<file path="config.mk">
export PLATFORM = sky130hd
export DESIGN_NAME = bir_ctrl
export DESIGN_NICKNAME = d
export VERILOG_FILES = /design/src/rtl/bir_pkg.sv /design/src/rtl/bir_ctrl.sv
export SDC_FILE = /design/constraint.sdc
export NUM_CORES = 1
export LEC_CHECK = 0
export BUFFER_PORTS_ARGS = -buffer_cell sky130_fd_sc_hd__buf_2
export CAP_MARGIN = 10
export CELL_PAD_IN_SITES_DETAIL_PLACEMENT = 0
export CELL_PAD_IN_SITES_GLOBAL_PLACEMENT = 1
export CORE_MARGIN = 2
export CORE_UTILIZATION = 30
export CTS_CLUSTER_SIZE = 20
export DETAILED_ROUTE_END_ITERATION = 10
export HOLD_SLACK_MARGIN = 0.05
export PLACE_DENSITY_LB_ADDON = 0.12
export SYNTH_ARGS = -nofsm -noshare
export SYNTH_HDL_FRONTEND = slang
export SYNTH_SLANG_ARGS = --single-unit
</file>
<file path="constraint.sdc">
create_clock -name clk -period 1.6 [get_ports clk]
set_input_delay 0.08 -clock clk [delete_from_list [all_inputs] [get_ports clk]]
set_output_delay 0.08 -clock clk [all_outputs]
set_load 0.05 [all_outputs]
</file>
<file path="src/rtl/bir_pkg.sv">
// bicubic resampler package: payload structs, register indexes, ctrl/dp structs
// no dependencies
`timescale 1ns / 1ps
package bir_pkg;
  typedef struct packed {
    logic        func;
    logic [11:0] col;
    logic [11:0] row;
    logic signed [15:0] sample;
  } bir_in_t;

  typedef struct packed {
    logic signed [15:0] out_pixel;
    logic               saturated;
  } bir_out_t;

  localparam logic [1:0] REG_IN_WIDTH  = 2'd0;
  localparam logic [1:0] REG_IN_HEIGHT = 2'd1;
  localparam logic [1:0] REG_STEP_X    = 2'd2;
  localparam logic [1:0] REG_STEP_Y    = 2'd3;

  localparam logic FUNC_STORE   = 1'b0;
  localparam logic FUNC_COMPUTE = 1'b1;

  // commands from controller to datapath
  typedef struct packed {
    logic       load;     // capture item, start locate
    logic       write;    // store sample
    logic       locate;   // multiply position
    logic       powers;   // t^2/t^3 steps
    logic       rd;       // issue memory read
    logic [1:0] rd_x;     // neighbor column
    logic [1:0] rd_y;     // neighbor row
    logic       acc;      // accumulate read data into row pass
    logic [1:0] acc_x;
    logic       row_done; // finish one row
    logic [1:0] row_k;
    logic       col_pass; // finish column pass
    logic       emit;
  } bir_cmd_t;
endpackage

</file>
<file path="src/rtl/bir_ctrl.sv">
// bicubic resampler controller: sequences store and compute items
// depends on bir_pkg
`timescale 1ns / 1ps
module bir_ctrl
  import bir_pkg::*;
(
  input  logic     clk,
  input  logic     rst,
  input  logic     start,
  input  logic     func,
  output logic     busy,
  output bir_cmd_t cmd
);
  typedef enum logic [2:0] {S_IDLE, S_LOC, S_POW, S_READ, S_COL, S_OUT} state_t;
  state_t     state;
  logic [3:0] cnt;
  logic [3:0] cnt_d;    // read issued last cycle
  logic       vld_d;
  logic [1:0] pw;

  always_ff @(posedge clk) begin
    if (rst) begin
      state <= S_IDLE;
      cnt   <= '0;
      cnt_d <= '0;
      vld_d <= 1'b0;
      pw    <= '0;
    end else begin
      vld_d <= (state == S_READ);
      cnt_d <= cnt;
      case (state)
        S_IDLE: if (start && func == FUNC_COMPUTE) state <= S_LOC;
        S_LOC:  begin state <= S_POW; pw <= '0; end
        S_POW:  begin
          pw <= pw + 2'd1;
          if (pw == 2'd1) begin state <= S_READ; cnt <= '0; end
        end
        S_READ: begin
          cnt <= cnt + 4'd1;
          if (cnt == 4'd15) state <= S_COL;
        end
        S_COL:  if (!vld_d) state <= S_OUT;
        S_OUT:  state <= S_IDLE;
        default: state <= S_IDLE;
      endcase
    end
  end

  assign busy = (state != S_IDLE);

  always_comb begin
    cmd          = '0;
    cmd.load     = (state == S_IDLE) && start;
    cmd.write    = (state == S_IDLE) && start && (func == FUNC_STORE);
    cmd.locate   = (state == S_LOC);
    cmd.powers   = (state == S_POW);
    cmd.rd       = (state == S_READ);
    cmd.rd_x     = cnt[1:0];
    cmd.rd_y     = cnt[3:2];
    cmd.acc      = vld_d;
    cmd.acc_x    = cnt_d[1:0];
    cmd.row_done = vld_d && (cnt_d[1:0] == 2'd3);
    cmd.row_k    = cnt_d[3:2];
    cmd.col_pass = (state == S_COL) && !vld_d;
    cmd.emit     = (state == S_OUT);
  end

  assert property (@(posedge clk) disable iff (rst) cmd.emit |=> !busy)
    else $error("busy after result");
  assert property (@(posedge clk) disable iff (rst) cmd.write |=> !busy)
    else $error("store must not occupy the block");
  assert property (@(posedge clk) disable iff (rst) (busy && !cmd.emit) |=> busy)
    else $error("compute ended early");
endmodule

</file>
# Word-level counts from Yosys, hierarchy flattened
# Cells that the tools add are included.
# Widths: inputs -> output; s select.
[word_totals]
memories = 0
mem_bits_ro = 0
latch_bits = 0
ramBits = 0
reg_bits = 14
input_bits = 4
[classes]
order_cmp = 0
n_div = 0
n_reduce_logical = 12
n_mux = 8
shift = 0
bitwise = 1
n_eq_ne = 12
addsub = 2
n_mul = 0
[op_table]
columns = ["cell", "count"]
rows = [
  ["$pmux 3 s5", 1],
  ["$mux 3", 4],
  ["$pmux 4 s2", 1],
  ["$eq 3x2->1 const B", 2],
  ["$eq 3x3->1 const B", 2],
  ["$logic_and 1x1->1", 5],
  ["$add 4x1->4 const B", 1],
  ["$eq 4x4->1 const B", 1],
  ["$mux 4", 1],
  ["$ne 2x1->1 const B", 2],
  ["$ne 2x2->1 const B", 2],
  ["$pmux 2 s2", 1],
  ["$reduce_and 4->1", 1],
  ["$reduce_bool 2->1", 2],
  ["$eq 3x1->1 const B", 1],
  ["$logic_not 3->1", 1],
  ["$reduce_bool 3->1", 1],
  ["$add 2x1->2 const B", 1],
  ["$eq 2x1->1 const B", 1],
  ["$eq 2x2->1 const B", 1],
  ["$reduce_and 2->1", 1],
  ["$logic_not 1->1", 1],
  ["$not 1->1", 1],
]

# Longest topological paths before layout
[depth]
ltp_word = 3
depth_mapped = 6
ltp_nobuf = 6

# Least setup slack after synthesis
# OpenSTA, ideal clock, no wires.
[synth_timing]
kind = "register to output"
start = "register state[2]"
end = "output cmd[1] in the netlist's numbering"
setup_slack_ns = -0.768
t_arrival_ns = 2.288
t_required_ns = 1.520
stages_incl_launch_ff = 3
cell_sequence = "dfxtp_1 clkbuf_1 nor4b_1"
[synth_lines]
columns = ["element", "line", "rtl"]
rows = [
  ["from (decl)", "bir_ctrl.sv:15", "state_t state;"],
  ["from (signal assigned)", "bir_ctrl.sv:23", "state <= S_IDLE;"],
  ["from (signal assigned)", "bir_ctrl.sv:32", "S_IDLE: if (start && func == FUNC_COMPUTE) state <= S_LOC;"],
  ["from (signal assigned)", "bir_ctrl.sv:33", "S_LOC: begin state <= S_POW; pw <= '0; end"],
  ["to (decl)", "bir_ctrl.sv:12", "output bir_cmd_t cmd"],
]

==> qor.yml <==
crit_chain: "or3_4, nor3_4, buf_6"
hold_ws_ns: 0.144
routabilityCongestion: 0.718
coreArea_sq_um: 2190
cts_tree: "built"
period_share_pct: 95.7
ys_seq_area_share_pct: 40.4
synthArstFlopShare_pct: 0
final_cell_count_no_fill: 132
drt_iter0_markers: 9
worstPathArrival_ns: 1.45
numPortBuffers: 21
status: "completed"
antenna_found_initial: 0
timing.slew.headroom_pct: 78.7
area_growth_pct: 30.8
synthCells: 82
insertion_delay_ns: 0.27
synth_flop_cell: "dfxtp_1"
finalCriticalPeriod_ns: 1.53
avgRoutedWirePerCell_microns: 11.5
final_antenna_net_count: 0
path_buf_inv: 1
nFillCells: 243
cts_max_level: 1
synth_fp_nets: 88
grt_pass1_wl_microns: 2510
ys_ff_latch: 14
grt_overflow: 0
dpl_cell_area_sq_um: 860
syn_area_per_cell_sq_um: 8.47
cts_hold_buf: 0
antenna_cells: 0
die-area_sq_um: 2720
skew_ns: 0.000562
slew_violations: 0
grt_util_all_layers_pct: 12.8
final_cell_area_sq_um: 908
final_nets: 111
fin_util_pct: 41.5
hp-class: "input port to flop"
cpMaxStageDelayCell: "or3_4"
dp_cells: 128
top_level_ports: 22
rows: 17
max_stage_delay_ns: 0.42
clockBufferDepth: 2
path_delay_family: "simple AND/OR/NAND/NOR gates"
maxCapViolations: 0
yosys_warnings: 0
drtPass1Iterations: 4
dp_hpwl_microns: 1150
finalSetupViolCount: 0
drive_gt1_share_pct: 40.4
numCtsBuffers: 3
wl_microns: 1520
dr_total_vias: 643
critPathKind: "flop to output port"
cp.required_ns: 1.52
start_util_pct: 31.7
yosysUniqueCellTypes: 36
grt_max_degree: 16
clk_pin_slew_ns: 0.08
max_slew.worst_pin.slew_ns: 0.317
end_kind: "output port"
p_leak_nw: 0.401
synth_area_sq_um: 694
setup-tns-final_ns: 0
numClockSinks: 14
p_per_area_nw_per_um2: 1830
grt_pass1_vias: 538
rsz0062_at_grt: "no"
die_w_microns: 52.1
clock.fmax_ghz: 0.653
drcViolationCount: 0
avgViaCountPerCell: 4.87
hold_violations: 0
clockRootBuffer: "clkbuf_4"
cp-start-kind: "flop"
vdd_ir_drop_max_mv: 0.842
path_max_fanout: 9
synth_edf_count: 0
die_height_microns: 52.1
==> what timing repair did <==
action,CTS,global route
setup endpoints to repair,2,1
gates resized for setup,4,2
buffers inserted,0,0
==> final timing paths <==
check                              from                     to  slack (ns)  depth (start not counted)
hold reg to reg      pw[1]$_SDFFE_PP0P_     pw[1]$_SDFFE_PP0P_        0.50                          2
hold / removal                      rst    cnt[0]$_SDFFE_PP0P_        0.14                          2
setup / recovery  state[1]$_SDFFE_PP0P_                cmd[15]        0.07                          3
setup reg to reg    cnt[0]$_SDFFE_PP0P_  state[2]$_SDFFE_PP0P_        0.28                          5
==> worst register-to-register path: stages, from the launching register on <==
cell      delay, ns
dfxtp_2        0.35
ha_1           0.22
nand4_1        0.12
nand3_1        0.13
and2_4         0.19
a311oi_2       0.22
==> state kept, by name, summed over array words and instances (netlist names) <==
name / flops
cnt_d: 4
vld_d: 1
cnt: 4
state: 3
pw: 2
==> metrics by stage <==
stage                     setup WS [ns]  total power, mW
after global routing            0.00467             1.77
after detailed placement          0.200             1.40
after CTS                        0.0252             1.67
after floorplan                 -0.0981             1.22
after global placement            0.238             1.40
final                            0.0686             1.66
==> synth_stat cells (3+ instances only) <==
library cell  number  area, sq um
dfxtp_1           14          280
nor2_1             7         26.3
a21oi_1            5         25.0
nor2b_1            5         31.3
nand2_1            4         15.0
buf_2              3         15.0
nand2b_1           3         18.8
nand3_1            3         15.0
o21ai_1            3         15.0
==> area by class of cell <==
class / count / area, sq um / share of cell area [%]
Sequential cell: 14 / 289 / 31.8
Timing Repair Buffer: 24 / 134 / 14.7
Inverter: 3 / 11.3 / 1.24
Multi-Input combinational cell: 59 / 403 / 44.4
Clock buffer: 4 / 36.3 / 3.99
Tap cell: 28 / 35.0 / 3.86
==> power breakdown <==
group | switching, mW | internal (mW)
Clock | 0.109 | 0.138
Sequential | 0.117 | 0.409
Combinational | 0.569 | 0.316
==> metal layers <==
metal,track usage (%),wire length [microns]
met1,18.3,756
met5,0,0
met2,17.9,666
met3,5.17,88
met4,2.63,12
==> placed cells by master (no fill, tap or decap), drive strengths merged, types with 3 or more instances in the layout <==
master and count:
inv 3, nor2 8, nor2b 5, clkbuf 4, nand2b 3, o21ai 5
nand3 3, buf 24, dfxtp 14, a21oi 5, nand2 4
==> logic make-up (layout without fill, tap and decap cells) <==
kind of cell,Yosys count,count (layout),synth area share (%)
AOI/OAI and AO/OA,17,17,16.0
adders and majority gates,2,2,3.60
buffers and inverters,9,31,5.95
DFF,14,14,40.4
muxes,1,1,1.44
and+or+nand+nor,39,39,32.6
No activity file was read; power rests on OpenSTA's default activity.
